===== config.mk =====
export PLATFORM = sky130hd
export DESIGN_NAME = fbfla_cfg
export DESIGN_NICKNAME = d
export VERILOG_FILES = /design/src/sv/fbfla_pkg.sv /design/src/sv/fbfla_cfg.sv
export SDC_FILE = /design/constraint.sdc
export NUM_CORES = 1
export LEC_CHECK = 0
export CORE_UTILIZATION = 47
export DETAILED_ROUTE_END_ITERATION = 8
export DONT_BUFFER_PORTS = 1
export PLACE_DENSITY = 0.67
export REMOVE_ABC_BUFFERS = 1
export SLEW_MARGIN = 25
export SYNTH_ARGS = -nofsm -noshare
export SYNTH_HDL_FRONTEND = slang
export SYNTH_SLANG_ARGS = --single-unit

===== constraint.sdc =====
create_clock -name clk_i -period 1.1 [get_ports clk_i]
set_input_delay 0.055 -clock clk_i [delete_from_list [all_inputs] [get_ports clk_i]]
set_output_delay 0.055 -clock clk_i [all_outputs]
set_load 0.1 [all_outputs]

===== src/sv/fbfla_pkg.sv =====
// shared types and constants of the fixed block free list allocator
// no dependencies
`timescale 1ns / 1ps
`default_nettype none

package fbfla_pkg;

  // field widths
  localparam int IdxW   = 10;
  localparam int CountW = 11;

  // defaults and limits
  localparam int                NumBlocksDef  = 1024;
  localparam logic [CountW-1:0] CountMax      = 11'h7FF;
  localparam logic [CountW-1:0] BlockCountRst = 11'd1024;

  // request codes
  typedef enum logic [1:0] {
    REQ_ALLOC = 2'd0,
    REQ_FREE  = 2'd1,
    REQ_RESET = 2'd2,
    REQ_COUNT = 2'd3
  } req_type_e;

  // status codes
  typedef enum logic [1:0] {
    ST_OK        = 2'd0,
    ST_EXHAUSTED = 2'd1,
    ST_RANGE     = 2'd2
  } status_e;

  // input transaction
  typedef struct packed {
    logic [1:0]      req_type;
    logic [IdxW-1:0] free_index;
  } req_t;

  // result transaction
  typedef struct packed {
    status_e           status;
    logic [IdxW-1:0]   block_index;
    logic [CountW-1:0] free_count;
  } rsp_t;

  // configuration to control path
  typedef struct packed {
    logic              reinit;
    logic [CountW-1:0] eff_count;
    logic [CountW-1:0] eff_new;
  } cfg_t;

  // link memory access
  typedef struct packed {
    logic            we;
    logic [IdxW-1:0] waddr;
    logic [IdxW-1:0] wdata;
    logic [IdxW-1:0] raddr;
  } mem_req_t;

endpackage

`default_nettype wire


===== src/sv/fbfla_cfg.sv =====
// apb register file holding block_count
// depends on fbfla_pkg
`timescale 1ns / 1ps
`default_nettype none

module fbfla_cfg #(
  parameter int NumBlocks = fbfla_pkg::NumBlocksDef
) (
  input  wire logic               clk_i,
  input  wire logic               rst_ni,
  input  wire logic               psel,
  input  wire logic               penable,
  input  wire logic               pwrite,
  input  wire logic [2:0]         paddr,
  input  wire logic [31:0]        pwdata,
  output logic      [31:0]        prdata,
  output logic                    pready,
  output fbfla_pkg::cfg_t         cfg_o
);

  localparam logic [fbfla_pkg::CountW-1:0] SatCount =
    fbfla_pkg::CountW'((NumBlocks > 2047) ? 2047 : NumBlocks);

  logic [fbfla_pkg::CountW-1:0] block_count_q, block_count_d;
  logic                         reg_hit;
  logic                         wr_en;

  // only word 0 holds a register
  assign reg_hit = ~paddr[2];
  assign wr_en   = psel & penable & pwrite & reg_hit;
  assign pready  = 1'b1;

  always_comb begin
    block_count_d = block_count_q;
    if (wr_en) begin
      block_count_d = pwdata[fbfla_pkg::CountW-1:0];
    end
  end

  always_ff @(posedge clk_i or negedge rst_ni) begin
    if (!rst_ni) begin
      block_count_q <= fbfla_pkg::BlockCountRst;
    end else begin
      block_count_q <= block_count_d;
    end
  end

  // read data
  assign prdata = reg_hit ? {21'd0, block_count_q} : 32'd0;

  // saturated pool size, current and being written
  assign cfg_o.reinit    = wr_en;
  assign cfg_o.eff_count = (block_count_q > SatCount) ? SatCount : block_count_q;
  assign cfg_o.eff_new   = (block_count_d > SatCount) ? SatCount : block_count_d;

endmodule

`default_nettype wire


==> reports/qor.txt, run 1 <==
PLACEMENT
---------------------------------------------------------------------------------
IO Port Bufs                                                                    0
Detailed placer's ending HPWL                                             2754 um
GP Congestion                                                              0.8284

YOSYS
---------------------------------------------------------------------------------
Count of cell types in the netlist                                             18
Synth area leader                                                    sky130_fd_sc_hd__dfrtp_1
Count of state elements after synthesis                                        11
Yosys warns                                                                     0
Share of the yosys chip area belonging to registers                        29.82%
Post-Synthesis Mean Instance Area                                      9.461 um^2
Largest cells by area after synthesis                                sky130_fd_sc_hd__dfrtp_1 (27%), sky130_fd_sc_hd__buf_4 (19%), sky130_fd_sc_hd__nor2b_1 (16%)
Cell Area, Synth                                                       927.1 um^2
Portion of synthesized cell area occupied by the leading cell type         26.99%
Cells after synthesis                                                          98

RUN STATUS
---------------------------------------------------------------------------------
Tool error                                                           [ERROR DPL-0038] Utilization greater than 100%, impossible to legalize
Stage at which the flow ended                                             4_1_cts
Run status                                                           did not finish

FLOORPLANNING
---------------------------------------------------------------------------------
Starting Density                                                           52.00%
Site row count                                                                 15
Die width                                                                46.42 um
Chip height                                                              46.42 um
I/O pin count                                                                  96

CLOCK NETWORK
---------------------------------------------------------------------------------
Clk Tree Root Cell                                                   sky130_fd_sc_hd__clkbuf_4
Clock tree sinks                                                               11
Hold Buf Count CTS                                                              1
Post-CTS repair timing setup buffer count                                       6
H-tree lvl count                                                                1
Resized cells post-CTS                                                         60
Maximum buffer depth of the clock tree                                          2
Number of buffers created by CTS                                                3

==> cells by family after synthesis <==
group                  count (synthesis)  synth area share, %
other                                  2               0.8100
DFF                                   11                29.83
buffers and inverters                 34                25.10
and+or+nand+nor                       36                28.34
muxes                                 11                13.22
AOI/OAI and AO/OA                      4                2.699
==> through the flow <==
| step | setup slack, ns | instance area (um^2) | instances | utilization, % |
|---|---|---|---|---|
| after floorplan | -1.609 | 788.3 | 89 | - |
| after detailed placement | -0.5166 | 1703 | 167 | 95.51 |
| after global placement | -0.2970 | 1703 | 167 | 95.51 |
==> synth_stat cells (all sizes together) <==
library cell	instances
mux2i	4
buf	26
a31oi	4
nand4	1
clkbuf	3
dfrtp	10
conb	2
nor2b	27
nor2	2
nand4b	2
inv	5
dfstp	1
mux2	7
nor4	4
==> inputs of run 2 (changes only) <==
Settings changed: CORE_AREA set to 2 2 63 65, CORE_UTILIZATION 47 to not set, DIE_AREA set to 0 0 65 67, PLACE_DENSITY 0.67 to not set, PLACE_DENSITY_LB_ADDON set to 0.15.
==> run 2 against run 1 <==
Compared with the run above:
- the flow now finishes, with violations (hold timing, setup timing)
- area after synthesis did not move
- synthesized cell count did not move
==> reports/qor.txt, run 2 <==
DRT
--------------------------------------------------------------------------------------------------------
Number of search-and-repair iterations in the first detailed-routing pass                              4
Average routed wire per standard cell                                                           15.02 um
DR iter-0 viols                                                                                       24
Drt drc                                                                                                0
Per-cell via count in the routed design                                                            4.167
Final Routed Wirelength                                                                          3049 um
Routed via count                                                                                     846
Final ANT Viol Nets                                                                                    0

STA
--------------------------------------------------------------------------------------------------------
Portion of the clock cycle consumed by the worst path in the final layout                         153.4%
Worst Tran Pin Value                                                                           0.5093 ns
Setup repair after global routing missed its margin                                                  yes
Slew HR                                                                                           65.93%
Hold violation total from the final report                                                             6
Fin. max-slew vios                                                                                     0
Final Worst Setup Slack                                                                       -0.5871 ns
Final number of setup-violating endpoints                                                             31
Final setup skew                                                                                    0 ns
Final Critical Period                                                                           1.687 ns
Worst hold margin                                                                            -0.02510 ns
Max Freq                                                                                       592.7 MHz

FINAL LAYOUT
--------------------------------------------------------------------------------------------------------
Final std cells w/o fill                                                                             203
Largest register FFs                                                                                  11
Registers with the most flip-flops                                                          block_count_q x11
Number of nets in the final layout                                                                   196
Diodes inserted                                                                                        0
Most common cell after layout, fill and taps aside                                          sky130_fd_sc_hd__buf_12
Number of fill cells in the layout                                                                   290
Commonest non-fill, non-tap cells in the layout                                             sky130_fd_sc_hd__buf_12 (35), sky130_fd_sc_hd__conb_1 (22), sky130_fd_sc_hd__nor2b_4 (21)
Core utilization of the finished layout                                                           58.85%
Area added between synthesis and finish                                                           128.9%
Largest reg by FF count                                                                     block_count_q
Fraction of final layout cells with drive strength greater than 1                                 69.68%

FLOORPLANNING
--------------------------------------------------------------------------------------------------------
Die width                                                                                          65 um
Total die area                                                                                 4355 um^2
Chip height                                                                                        67 um
I/O pin count                                                                                         96
Site row count                                                                                        22
Starting Density                                                                                  25.71%
Core Box Area                                                                                  3606 um^2

CRITICAL PATH
--------------------------------------------------------------------------------------------------------
WP buf/inv                                                                                             2
Slowest cell on crit path                                                                   sky130_fd_sc_hd__dfrtp_1
Worst R2R Start                                                                             block_count_q[10]
Launching element of the worst setup path                                                   block_count_q[9]
Internal reg-to-reg setup slack                                                                  0.04 ns
Crit path depth                                                                                        5
Top cell family by delay on the critical path                                               simple AND/OR/NAND/NOR gates
CP endpoint kind                                                                             output port
Startpoint class of the critical path                                                           register
End of the critical path                                                                        cfg_o[5]
Worst-path cell chain                                                                       nor4_2 > nand4_1 > buf_4 > a31oi_4 > buf_12
Number of cells on the worst reg-to-reg path                                                           2
Critical path data required time                                                                 1.04 ns
Data arrival at the endpoint of the critical path                                                1.63 ns
Peak per-stage delay on the critical path                                                        0.38 ns
Crit Path Category                                                                               reg2out
Max Fanout on Critical Path                                                                            2
Capturing point of the worst reg2reg path                                                   block_count_q[10]

RUN STATUS
--------------------------------------------------------------------------------------------------------
Violations in the final reports                                                             hold timing, setup timing
Run status                                                                                  finished with violations

GRT
--------------------------------------------------------------------------------------------------------
Combined global-route utilization of all metal layers                                             14.91%
Global-route track usage on met3                                                                  4.730%
Met2 capacity usage during global routing                                                         26.29%
Busiest metal layer after global routing                                                            met2
Remaining Overflow, GRT                                                                                0
Via count of the first global-routing pass                                                           927
Antenna violations before repair                                                                       0
Global-route wire length before repair                                                           4809 um
Met1 usage in global routing                                                                      16.92%
Pin count of the biggest net entering global routing                                                  13

POWER
--------------------------------------------------------------------------------------------------------
Static leakage power                                                                           0.9983 nW
Combinational power share                                                                          81.4%
Total power                                                                                     5.337 mW
Part of the power in registers                                                                     10.9%
Net switching power                                                                             2.952 mW
Relative contribution of the clock network to total power                                           7.6%
Max IR drop VDD                                                                                  1185 uV
Cell-internal power                                                                             2.384 mW
PD cells                                                                                    2515 nW/um^2
Switch share                                                                                      55.32%

YOSYS
--------------------------------------------------------------------------------------------------------
Synth area leader                                                                           sky130_fd_sc_hd__dfrtp_1
Ys flop type                                                                                sky130_fd_sc_hd__dfrtp_1
Fraction of registers with async set or reset after synthesis                                     100.0%
Most used standard cells in the synthesized netlist                                         sky130_fd_sc_hd__buf_4 (24), sky130_fd_sc_hd__nor2b_1 (24), sky130_fd_sc_hd__dfrtp_1 (10)
Cells after synthesis                                                                                 98
Share of the yosys chip area belonging to registers                                               29.82%
Yosys warns                                                                                            0
Count of cell types in the netlist                                                                    18
Count of state elements after synthesis                                                               11
Number of enable flip-flop cells after synthesis                                                       0
Largest cells by area after synthesis                                                       sky130_fd_sc_hd__dfrtp_1 (27%), sky130_fd_sc_hd__buf_4 (19%), sky130_fd_sc_hd__nor2b_1 (16%)
Cell Area, Synth                                                                              927.1 um^2
Post-Synthesis Mean Instance Area                                                             9.461 um^2
Portion of synthesized cell area occupied by the leading cell type                                26.99%

PLACEMENT
--------------------------------------------------------------------------------------------------------
Detailed placer's ending HPWL                                                                    2180 um
GP Congestion                                                                                     0.7687
IO Port Bufs                                                                                           0
Placed Cells                                                                                         192

CLOCK NETWORK
--------------------------------------------------------------------------------------------------------
Number of buffers created by CTS                                                                       3
Clock tree sinks                                                                                      11
Hold Buf Count CTS                                                                                     1
CTS tree                                                                                             yes
H-tree lvl count                                                                                       1
Clock latency of the later-clocked register in the worst-skew pair                               0.24 ns
Maximum buffer depth of the clock tree                                                                 2
Clk Tree Root Cell                                                                          sky130_fd_sc_hd__clkbuf_8
Post-CTS clock slew at the launch and capture registers of the worst setup and hold paths        0.05 ns

MIN PATH
--------------------------------------------------------------------------------------------------------
Hold crit path type                                                                               in2reg

RUN
--------------------------------------------------------------------------------------------------------
Max-Cap Viols                                                                                          0

==> run 2: power groups by stage <==
| stage | sequential, mW | clock (mW) | combinational (mW) |
|---|---|---|---|
| after floorplan | 0.641 | 0 | 2.38 |
| after global placement | 0.558 | 0 | 3.89 |
| after detailed placement | 0.560 | 0 | 3.90 |
| after CTS | 0.570 | 0.420 | 4.25 |
| after global routing | 0.594 | 0.441 | 4.46 |
| final | 0.582 | 0.408 | 4.35 |
==> run 2: cell families (layout without fill, tap and decap cells) <==
family,count (synthesis),in the layout,share of synthesized area [%]
simple gates,36,36,28.34
buf+inv,34,70,25.10
mux,11,12,13.22
flops,11,11,29.83
compound gates,4,4,2.699
other cells,2,22,0.8100
==> run 2: worst min path at each step <==
stage,from,to,depth (start not counted)
after floorplan,rst_ni,block_count_q[0],0
after global placement,rst_ni,block_count_q[7],0
after detailed placement,rst_ni,block_count_q[8],0
after CTS,pwdata[0],block_count_q[0],1
after global routing,pwdata[0],block_count_q[0],1
final,pwdata[8],block_count_q[8],1
==> run 2: routing by layer <==
layer | vias up | part of all wire [%] | wire length [um]
li1 | 389 | - | -
met1 | 408 | 35 | 1067
met2 | 43 | 56 | 1711
met3 | 6 | 7.0 | 213
met4 | 0 | 1.9 | 57
met5 | - | 0 | 0
==> run 2: worst register-to-register path, stage by stage, from the launching register on <==
cell and delay (ns):
sky130_fd_sc_hd__dfstp_2 0.58, sky130_fd_sc_hd__mux2_4 0.27, sky130_fd_sc_hd__buf_4 0.15
==> run 2: layout make-up <==
class | count | area, um^2 | share of cell area [%]
tap | 48 | 60.06 | 2.830
timing repair buffer | 61 | 947.2 | 44.63
inverter | 5 | 18.77 | 0.8844
clock buffer | 4 | 45.04 | 2.123
multi-input combinational | 74 | 774.5 | 36.50
sequential | 11 | 276.5 | 13.03
==> run 2: stage by stage <==
stage                     setup TNS, ns  area, um^2  setup slack [ns]
after floorplan                  -31.01       788.3            -1.609
after detailed placement         -1.976        1759           -0.3833
after global routing             -8.759        2122           -0.7015
after CTS                        -6.953        2048           -0.5781
after global placement           -1.953        1759           -0.3775
final                            -7.229        2122           -0.5871
==> run 2: timing repair <==
| action | 4_1_cts | 5_1_grt |
|---|---|---|
| buffers inserted | 6 | 4 |
| gates cloned | 1 | 0 |
| setup endpoints to repair | 33 | 35 |
| hold endpoints to repair | 17 | 6 |
| gates resized for setup | 37 | 17 |
| pin swaps | 2 | 0 |
No activity file was read; power rests on OpenSTA's default activity.
