File: src/sv/fbfla_pkg.sv
// shared types and constants of the fixed block free list allocator
// no dependencies
`timescale 1ns / 1ps
`default_nettype none

package fbfla_pkg;

  // field widths
  localparam int IdxW   = 10;
  localparam int CountW = 11;

  // defaults and limits
  localparam int                NumBlocksDef  = 1024;
  localparam logic [CountW-1:0] CountMax      = 11'h7FF;
  localparam logic [CountW-1:0] BlockCountRst = 11'd1024;

  // request codes
  typedef enum logic [1:0] {
    REQ_ALLOC = 2'd0,
    REQ_FREE  = 2'd1,
    REQ_RESET = 2'd2,
    REQ_COUNT = 2'd3
  } req_type_e;

  // status codes
  typedef enum logic [1:0] {
    ST_OK        = 2'd0,
    ST_EXHAUSTED = 2'd1,
    ST_RANGE     = 2'd2
  } status_e;

  // input transaction
  typedef struct packed {
    logic [1:0]      req_type;
    logic [IdxW-1:0] free_index;
  } req_t;

  // result transaction
  typedef struct packed {
    status_e           status;
    logic [IdxW-1:0]   block_index;
    logic [CountW-1:0] free_count;
  } rsp_t;

  // configuration to control path
  typedef struct packed {
    logic              reinit;
    logic [CountW-1:0] eff_count;
    logic [CountW-1:0] eff_new;
  } cfg_t;

  // link memory access
  typedef struct packed {
    logic            we;
    logic [IdxW-1:0] waddr;
    logic [IdxW-1:0] wdata;
    logic [IdxW-1:0] raddr;
  } mem_req_t;

endpackage

`default_nettype wire

File: src/sv/fbfla_ctrl.sv
// allocator control: list head, watermark, free count, result register
// depends on fbfla_pkg
`timescale 1ns / 1ps
`default_nettype none

module fbfla_ctrl #(
  parameter int NumBlocks = fbfla_pkg::NumBlocksDef
) (
  input  wire logic                       clk_i,
  input  wire logic                       rst_ni,
  input  wire logic                       accept_i,
  input  wire fbfla_pkg::req_t            req_i,
  input  wire fbfla_pkg::cfg_t            cfg_i,
  input  wire logic [fbfla_pkg::IdxW-1:0] rdata_i,
  output fbfla_pkg::mem_req_t             mem_o,
  output logic                            done_o,
  output fbfla_pkg::rsp_t                 rsp_o
);

  localparam int CW = fbfla_pkg::CountW;
  localparam int IW = fbfla_pkg::IdxW;
  localparam logic [CW-1:0] RstCount =
    CW'((NumBlocks > 1024) ? 1024 : NumBlocks);

  logic [IW-1:0] head_q, head_d;
  logic [CW-1:0] mark_q, mark_d;
  logic [CW-1:0] free_q, free_d;
  logic          fwd_q, fwd_d;
  logic [IW-1:0] fwd_data_q, fwd_data_d;
  logic          done_q;
  fbfla_pkg::rsp_t rsp_q, rsp_d;

  logic [CW-1:0] n;
  logic [CW-1:0] pushed;
  logic [IW-1:0] next_head;

  assign n      = cfg_i.eff_count;
  assign pushed = CW'(free_q - n + mark_q);

  // link of the current head, forwarded when it was written last cycle
  assign next_head = fwd_q ? fwd_data_q : rdata_i;

  // request decode and state update
  always_comb begin
    head_d     = head_q;
    mark_d     = mark_q;
    free_d     = free_q;
    fwd_d      = 1'b0;
    fwd_data_d = fwd_data_q;
    mem_o.we    = 1'b0;
    mem_o.waddr = req_i.free_index;
    mem_o.wdata = '0;
    rsp_d.status      = fbfla_pkg::ST_OK;
    rsp_d.block_index = '0;
    if (cfg_i.reinit) begin
      mark_d = '0;
      free_d = cfg_i.eff_new;
    end else if (accept_i) begin
      unique case (fbfla_pkg::req_type_e'(req_i.req_type))
        fbfla_pkg::REQ_ALLOC: begin
          if (pushed != '0) begin
            rsp_d.block_index = head_q;
            if (pushed > CW'(1)) begin
              head_d = next_head;
            end
            free_d = free_q - CW'(1);
          end else if (mark_q < n) begin
            rsp_d.block_index = mark_q[IW-1:0];
            mark_d = mark_q + CW'(1);
            free_d = free_q - CW'(1);
          end else begin
            rsp_d.status = fbfla_pkg::ST_EXHAUSTED;
          end
        end
        fbfla_pkg::REQ_FREE: begin
          if ({1'b0, req_i.free_index} >= n) begin
            rsp_d.status = fbfla_pkg::ST_RANGE;
          end else if (free_q != fbfla_pkg::CountMax) begin
            mem_o.we    = 1'b1;
            mem_o.wdata = (pushed != '0) ? head_q : '0;
            head_d      = req_i.free_index;
            free_d      = free_q + CW'(1);
            fwd_d       = 1'b1;
            fwd_data_d  = mem_o.wdata;
          end
        end
        fbfla_pkg::REQ_RESET: begin
          mark_d = '0;
          free_d = n;
        end
        fbfla_pkg::REQ_COUNT: begin
        end
        default: begin
        end
      endcase
    end
    rsp_d.free_count = free_d;
    // keep the link of the next head prefetched
    mem_o.raddr = head_d;
  end

  // control state
  always_ff @(posedge clk_i or negedge rst_ni) begin
    if (!rst_ni) begin
      head_q <= '0;
      mark_q <= '0;
      free_q <= RstCount;
      fwd_q  <= 1'b0;
      done_q <= 1'b0;
    end else begin
      head_q <= head_d;
      mark_q <= mark_d;
      free_q <= free_d;
      fwd_q  <= fwd_d;
      done_q <= accept_i & ~cfg_i.reinit;
    end
  end

  // payload registers
  always_ff @(posedge clk_i) begin
    fwd_data_q <= fwd_data_d;
    rsp_q      <= rsp_d;
  end

  assign done_o = done_q;
  assign rsp_o  = rsp_q;

endmodule

`default_nettype wire

File: config.mk
export PLATFORM = sky130hd
export DESIGN_NAME = fbfla_ctrl
export DESIGN_NICKNAME = d
export VERILOG_FILES = /design/src/sv/fbfla_pkg.sv /design/src/sv/fbfla_ctrl.sv
export SDC_FILE = /design/constraint.sdc
export NUM_CORES = 1
export LEC_CHECK = 0
export BUFFER_PORTS_ARGS = -buffer_cell sky130_fd_sc_hd__buf_2
export CAP_MARGIN = 5
export CORE_UTILIZATION = 45
export CTS_CLUSTER_DIAMETER = 60
export DETAILED_ROUTE_END_ITERATION = 10
export HOLD_SLACK_MARGIN = 0.05
export PLACE_DENSITY_LB_ADDON = 0.2
export SYNTH_ARGS = -nofsm -noshare
export SYNTH_HDL_FRONTEND = slang
export SYNTH_SLANG_ARGS = --single-unit
File: constraint.sdc
create_clock -name clk_i -period 9.4 [get_ports clk_i]
set_input_delay 1.88 -clock clk_i [delete_from_list [all_inputs] [get_ports clk_i]]
set_output_delay 1.88 -clock clk_i [all_outputs]
set_load 0.02 [all_outputs]
==> results.py, run 1 <==
metrics = {
    "run_status": {
        "status": "complete, but fails checks",
        "failed_checks": "DRC",
    },
    "synth": {
        "yosys_warnings": 0,
        "yosysUniqueCellTypes": 72,
        "yosysSeqAreaShare_pct": 32.5,
        "mappedNetlistNets": 663,
        "ys.flop_type": "dfrtp_1",
        "synth_edf_count": 10,
        "ys_seq_elements": 67,
        "async_flop_share_pct": 50.7,
        "synth_cells": 571,
        "syn_avg_cell_area_um2": 8.70,
        "synth_area_um2": 4970,
    },
    "die": {
        "rows": 38,
        "die_x_um": 107,
        "design.die.area_um2": 11500,
        "die_h_um": 107,
        "io_pins": 103,
        "start_util_pct": 46.0,
        "core_area_um2": 10800,
    },
    "place": {
        "io_buffer_count": 102,
        "dp_cells": 781,
        "dpl_worst_slack_ns": 1.79,
        "place_area_um2": 5500,
        "hpwlAfterDp_um": 12100,
        "place_congestion": 0.915,
    },
    "timing": {
        "hold_viol": 0,
        "drv_slew": 0,
        "period_needed_ns": 7.61,
        "max_freq_mhz": 131,
        "grt_setup_unrepaired": "false",
        "min_period_over_period_pct": 80.9,
        "setup_tns_ns": 0,
        "relSlewSlack_pct": 25.6,
        "fin_ws_ns": 1.79,
        "tightest_slew_ns": 1.12,
        "fin_worst_skew_ns": 0.0122,
        "setup_viol": 0,
    },
    "cells_and_area": {
        "final_area_um2": 5670,
        "final_cell_mix": "102 x buf_2, 69 x inv_1, 43 x nor2_1",
        "fin_nets": 744,
        "area_growth_syn_to_layout_pct": 14.1,
        "drive_gt1_share_pct": 20.4,
        "antenna_cells": 0,
        "fin_cells": 797,
        "layout_commonest_cell": "buf_2",
    },
    "power_and_ir_drop": {
        "p_int_mw": 0.532,
        "powerDensity_nw_per_um2": 150,
        "finalPower_mw": 0.851,
        "p_comb_share_pct": 33.9,
        "power_leakage_nw": 2.65,
        "switchingPower_mw": 0.319,
        "ir_drop_uv": 73.0,
        "p_clk_share_pct": 25.4,
        "seqPwrFrac_pct": 40.7,
        "p_sw_share_pct": 37.5,
    },
    "hold_path": {
        "holdCritStartpoint": "mark_q[10]",
        "min_path_type": "register to register",
    },
    "cts": {
        "hold_buffers": 0,
        "clkTransAtPathRegs_ns": 0.08,
        "numCtsBuffers": 9,
        "clk_latency_ns": 0.36,
        "clock-sinks": 67,
        "cts_tree": "done",
        "cts_max_path_buffers": 2,
        "htreeDepth": 3,
        "cts_root_buffer": "clkbuf_8",
        "cts-resized-gates": 0,
        "post_cts_buffers": 0,
    },
    "global_route": {
        "grt_usage_pct": 28.7,
        "grt_pass1_vias": 4438,
        "antenna_found_initial": 0,
        "grt_overflow": 0,
        "grt_start_max_net_pins": 35,
        "grt_pass1_wl_um": 24600,
    },
    "drt": {
        "vias_per_cell": 6.00,
        "wl_per_cell_um": 19.8,
        "dr.pass1.iters": 9,
        "drc": 2,
        "wl_um": 15800,
        "postRouteAntennaNets": 0,
        "dr.first_iter.drc_count": 435,
        "vias": 4780,
    },
    "critical_path": {
        "startpoint": "cfg_i[12]",
        "endpoint_kind": "output port",
        "critical_path_arrival_ns": 5.73,
        "startpoint_type": "input pin",
        "cp_data_required_time_ns": 7.52,
        "reg2reg_from": "free_q[6]",
        "cp_max_fo": 20,
        "path_class": "input pin to output port",
    },
    "run": {
        "cap_violations": 0,
    },
}
state kept, by name, summed over array words and instances, names as in the netlist:
register,cells
fwd_data_q,10
rsp_o,23
fwd_q,1
free_q,11
mark_q,11
done_o,1
head_q,10
layer usage:
metal,part of all wire [%],global-route usage [%]
met5,0,0
met1,45,39.7
met4,1.4,8.51
met2,46,43.7
met3,8.0,7.48
cell usage after synthesis, types with 12 or more instances:
| library cell | count | area (µm²) |
|---|---|---|
| inv_1 | 69 | 259 |
| nor2_1 | 43 | 161 |
| nand2_1 | 36 | 135 |
| ha_1 | 34 | 425 |
| dfrtp_1 | 33 | 826 |
| a21oi_1 | 28 | 140 |
| o21ai_0 | 24 | 120 |
| dfxtp_1 | 23 | 460 |
| clkbuf_1 | 22 | 82.6 |
| and3_1 | 19 | 119 |
| nand3_1 | 19 | 95.1 |
| mux2i_1 | 17 | 170 |
| o211ai_1 | 13 | 97.6 |
| a211oi_1 | 12 | 90.1 |
| a22oi_1 | 12 | 90.1 |
stage by stage:
| step | hold slack (ns) | utilization [%] |
|---|---|---|
| floorplan | 0.459 | - |
| global route | 0.602 | 52.5 |
| finish | 0.567 | 52.5 |
| CTS | 0.565 | 52.5 |
| global placement | 0.559 | 51.0 |
| detailed placement | 0.554 | 51.0 |
final timing paths:
kind / endpoint / slack (ns) / cells after the start
setup / recovery: mem_o[15] / 1.79 / 12
max in group asynchronous: free_q[0] / 7.23 / 1
min in group asynchronous: head_q[7] / 1.62 / 1
setup reg to reg: fwd_data_q[0] / 4.93 / 11
hold / removal: mark_q[10] / 0.57 / 1
hold reg to reg: mark_q[10] / 0.57 / 1
critical path, cell delays in order:
cell,delay (ns)
buf_2,0.13
fa_1,0.53
inv_1,0.07
fa_1,0.45
xor2_1,0.17
a311o_1,0.36
a2111oi_4,0.33
nand4bb_2,0.20
nor3_2,0.59
nand2_1,0.51
and3_1,0.35
buf_2,0.16
final cells by class:
type | count | area, µm²
Tap cell | 140 | 175
Fill cell | 1060 | 5120
Inverter | 70 | 263
Sequential cell | 67 | 1610
Clock inverter | 5 | 28.8
Clock buffer | 11 | 141
Timing Repair Buffer | 106 | 541
Multi-Input combinational cell | 398 | 2910
kinds of logic after synthesis:
| family | count (synthesis) | share of synthesized area [%] |
|---|---|---|
| AOI/OAI and AO/OA | 166 | 23.8 |
| xor gates and xnor gates | 10 | 1.76 |
| adders and majority gates | 44 | 12.6 |
| buffers and inverters | 106 | 9.01 |
| DFF | 67 | 32.5 |
| muxes | 20 | 4.10 |
| and+or+nand+nor | 158 | 16.2 |
power by group through the flow:
stage                     clock, mW  sequential (mW)  combinational [mW]
after floorplan                   0            0.346               0.202
after global placement            0            0.352               0.282
after detailed placement          0            0.351               0.286
after CTS                     0.220            0.346               0.288
after global routing          0.236            0.349               0.317
final                         0.216            0.346               0.289
Power figures use the tool's default switching activity.
==> run 2: changes to the inputs <==
--- a/config.mk
+++ b/config.mk
@@ -5,6 +5,7 @@
 export SDC_FILE = /design/constraint.sdc
 export NUM_CORES = 1
 export LEC_CHECK = 0
+export ABC_AREA = 1
 export BUFFER_PORTS_ARGS = -buffer_cell sky130_fd_sc_hd__buf_2
 export CAP_MARGIN = 5
 export CORE_UTILIZATION = 45
==> constraint.sdc (replaced) <==
create_clock -name clk_i -period 6.7 [get_ports clk_i]
set_input_delay 1.34 -clock clk_i [delete_from_list [all_inputs] [get_ports clk_i]]
set_output_delay 1.34 -clock clk_i [all_outputs]
set_load 0.02 [all_outputs]
==> results.py, run 2 <==
metrics = {
    "run_status": {
        "status": "completed",
    },
    "synth": {
        "synth.largest_area_cell": "nand2_1",
        "ys_top_cells_by_count": "288 x nand2_1, 143 x inv_1, 76 x nand3_1",
        "synth_edf_count": 10,
        "ys.flop_type": "dfrtp_1",
        "synth_cells": 899,
        "yosysUniqueCellTypes": 46,
        "ys_seq_elements": 67,
        "synth.area.top_cells": "nand2_1 18%, dfrtp_1 14%, inv_1 9.1%, dfxtp_1 7.8%, ha_1 7.2%",
        "async_flop_share_pct": 50.7,
        "mappedNetlistNets": 991,
        "syn_avg_cell_area_um2": 6.55,
        "yosysSeqAreaShare_pct": 27.4,
        "synth_area_um2": 5890,
        "synth_top_area_share_pct": 18.4,
        "yosys_warnings": 0,
        "yosysMostFrequentCell": "nand2_1",
    },
    "die": {
        "io_pins": 103,
        "core_area_um2": 12700,
        "rows": 41,
        "die_x_um": 116,
        "start_util_pct": 46.5,
        "die_h_um": 116,
        "design.die.area_um2": 13500,
    },
    "global_route": {
        "grt_start_max_net_pins": 35,
        "grt_pass1_vias": 5402,
        "antenna_found_initial": 0,
        "grt_pass1_wl_um": 26500,
        "grt_overflow": 0,
        "grt_usage_pct": 26.0,
    },
    "critical_path": {
        "endpoint_kind": "output port",
        "path_class": "input pin to output port",
        "cp_max_fo": 23,
        "cp_data_required_time_ns": 5.36,
        "reg2reg_from": "free_q[0]",
        "critical_path_arrival_ns": 4.40,
        "startpoint": "cfg_i[12]",
        "startpoint_type": "input pin",
    },
    "hold_path": {
        "holdCritStartpoint": "mark_q[10]",
        "min_path_type": "register to register",
    },
    "cells_and_area": {
        "drive_gt1_share_pct": 14.6,
        "layout_commonest_cell": "nand2_1",
        "largest_reg_flops": 23,
        "antenna_cells": 0,
        "final_cell_mix": "288 x nand2_1, 143 x inv_1, 102 x buf_2",
        "area_growth_syn_to_layout_pct": 14.4,
        "fin_nets": 1062,
        "post-route-util_pct": 53.2,
    },
    "cts": {
        "post_cts_buffers": 0,
        "cts_tree": "done",
        "clock-sinks": 67,
        "cts-resized-gates": 0,
        "clkTransAtPathRegs_ns": 0.05,
        "clk_latency_ns": 0.35,
        "numCtsBuffers": 9,
        "hold_buffers": 0,
        "cts_root_buffer": "clkbuf_16",
        "htreeDepth": 3,
        "cts_max_path_buffers": 2,
    },
    "drt": {
        "postRouteAntennaNets": 0,
        "vias": 5866,
        "drc": 0,
        "wl_um": 16700,
        "wl_per_cell_um": 14.5,
        "dr.pass1.iters": 7,
        "dr.first_iter.drc_count": 486,
        "vias_per_cell": 5.11,
    },
    "power_and_ir_drop": {
        "power_leakage_nw": 3.80,
        "powerDensity_nw_per_um2": 223,
        "ir_drop_uv": 152,
    },
    "run": {
        "cap_violations": 0,
    },
    "timing": {
        "grt_setup_unrepaired": "false",
        "fin_worst_skew_ns": 0.00796,
        "fin_ws_ns": 0.963,
        "hold_viol": 0,
        "max_freq_mhz": 174,
        "period_needed_ns": 5.74,
        "relSlewSlack_pct": 18.0,
        "setup_tns_ns": 0,
        "tightest_slew_ns": 1.23,
        "setup_viol": 0,
        "min_period_over_period_pct": 85.6,
        "drv_slew": 0,
    },
    "place": {
        "hpwlAfterDp_um": 13200,
        "dpl_worst_slack_ns": 1.00,
        "place_congestion": 0.909,
        "io_buffer_count": 102,
    },
}
## run 2: cell types whose count changed after synthesis, sizes merged, moves of 13 or more
cell / previous run / this run
and3: 19 / 0
buf: 14 / 33
inv: 69 / 147
nand2: 36 / 292
nand3: 19 / 80
nand4: 5 / 23
o21ai: 30 / 43
xor2: 2 / 16
## run 2: layout make-up
class	instances	area (µm²)
clock buffers	11	254
clock inverters	5	108
fillers	1314	5930
inverters	148	556
multi-input cells	637	3440
flip-flops and latches	67	1610
well taps	172	215
repair buffers	107	548
## run 2: per-stage QoR
step | instance area, µm² | power (mW) | cells | hold slack [ns]
2_1_floorplan | 5890 | 0.817 | 899 | 0.486
4_1_cts | 6740 | 1.51 | 1147 | 0.546
3_3_place_gp | 6380 | 0.932 | 1131 | 0.530
6_report | 6740 | 1.50 | 1147 | 0.548
5_1_grt | 6740 | 1.59 | 1147 | 0.598
3_5_place_dp | 6380 | 0.934 | 1131 | 0.533
## run 2: worst paths after layout
kind	slack (ns)	endpoint	cells after the start
max in group asynchronous	5.06	mark_q[7]	1
worst min register to register	0.55	mark_q[10]	2
min in group asynchronous	1.11	free_q[0]	1
worst min-delay path	0.55	mark_q[10]	2
worst max register to register	2.85	mark_q[0]	20
worst max-delay path	0.96	mem_o[16]	18
## run 2: power breakdown
| part | total, mW | leakage (nW) | internal [mW] | switching (mW) |
|---|---|---|---|---|
| registers | 0.484 | 0.711 | 0.445 | 0.0394 |
| logic | 0.447 | 2.92 | 0.151 | 0.297 |
| clock network | 0.571 | 0.175 | 0.387 | 0.184 |
| total | 1.50 | 3.80 | 0.983 | 0.520 |
## run 2: routing by layer
| metal | track usage, % | share of wire (%) | wire length, µm | vias up |
|---|---|---|---|---|
| li1 | - | - | - | 2971 |
| met1 | 33.8 | 47 | 7770 | 2631 |
| met2 | 40.9 | 44 | 7310 | 216 |
| met3 | 5.81 | 5.5 | 910 | 48 |
| met4 | 12.1 | 4.2 | 697 | 0 |
| met5 | 0 | 0 | 0 | - |
## run 2: cells by family after synthesis
| family | synth area share [%] |
|---|---|
| AO/OA/AOI/OAI | 8.99 |
| XOR/XNOR | 3.12 |
| adder cells (fa/ha/maj) | 10.6 |
| buffers and inverters | 14.1 |
| flip-flops | 27.4 |
| multiplexers | 1.70 |
| AND/OR/NAND/NOR | 34.1 |
## run 2: critical path: stages
cell     delay [ns]
buf_2          0.12
fa_1           0.53
inv_1          0.07
fa_1           0.43
nand2_1        0.09
nand2_1        0.10
nand3_1        0.10
nand2_1        0.07
nand2_1        0.08
nand2_1        0.05
nand2_1        0.05
nand2_1        0.08
nor2_4         0.34
buf_4          0.27
nand2_4        0.20
nand2_1        0.20
nor2_1         0.07
buf_2          0.18
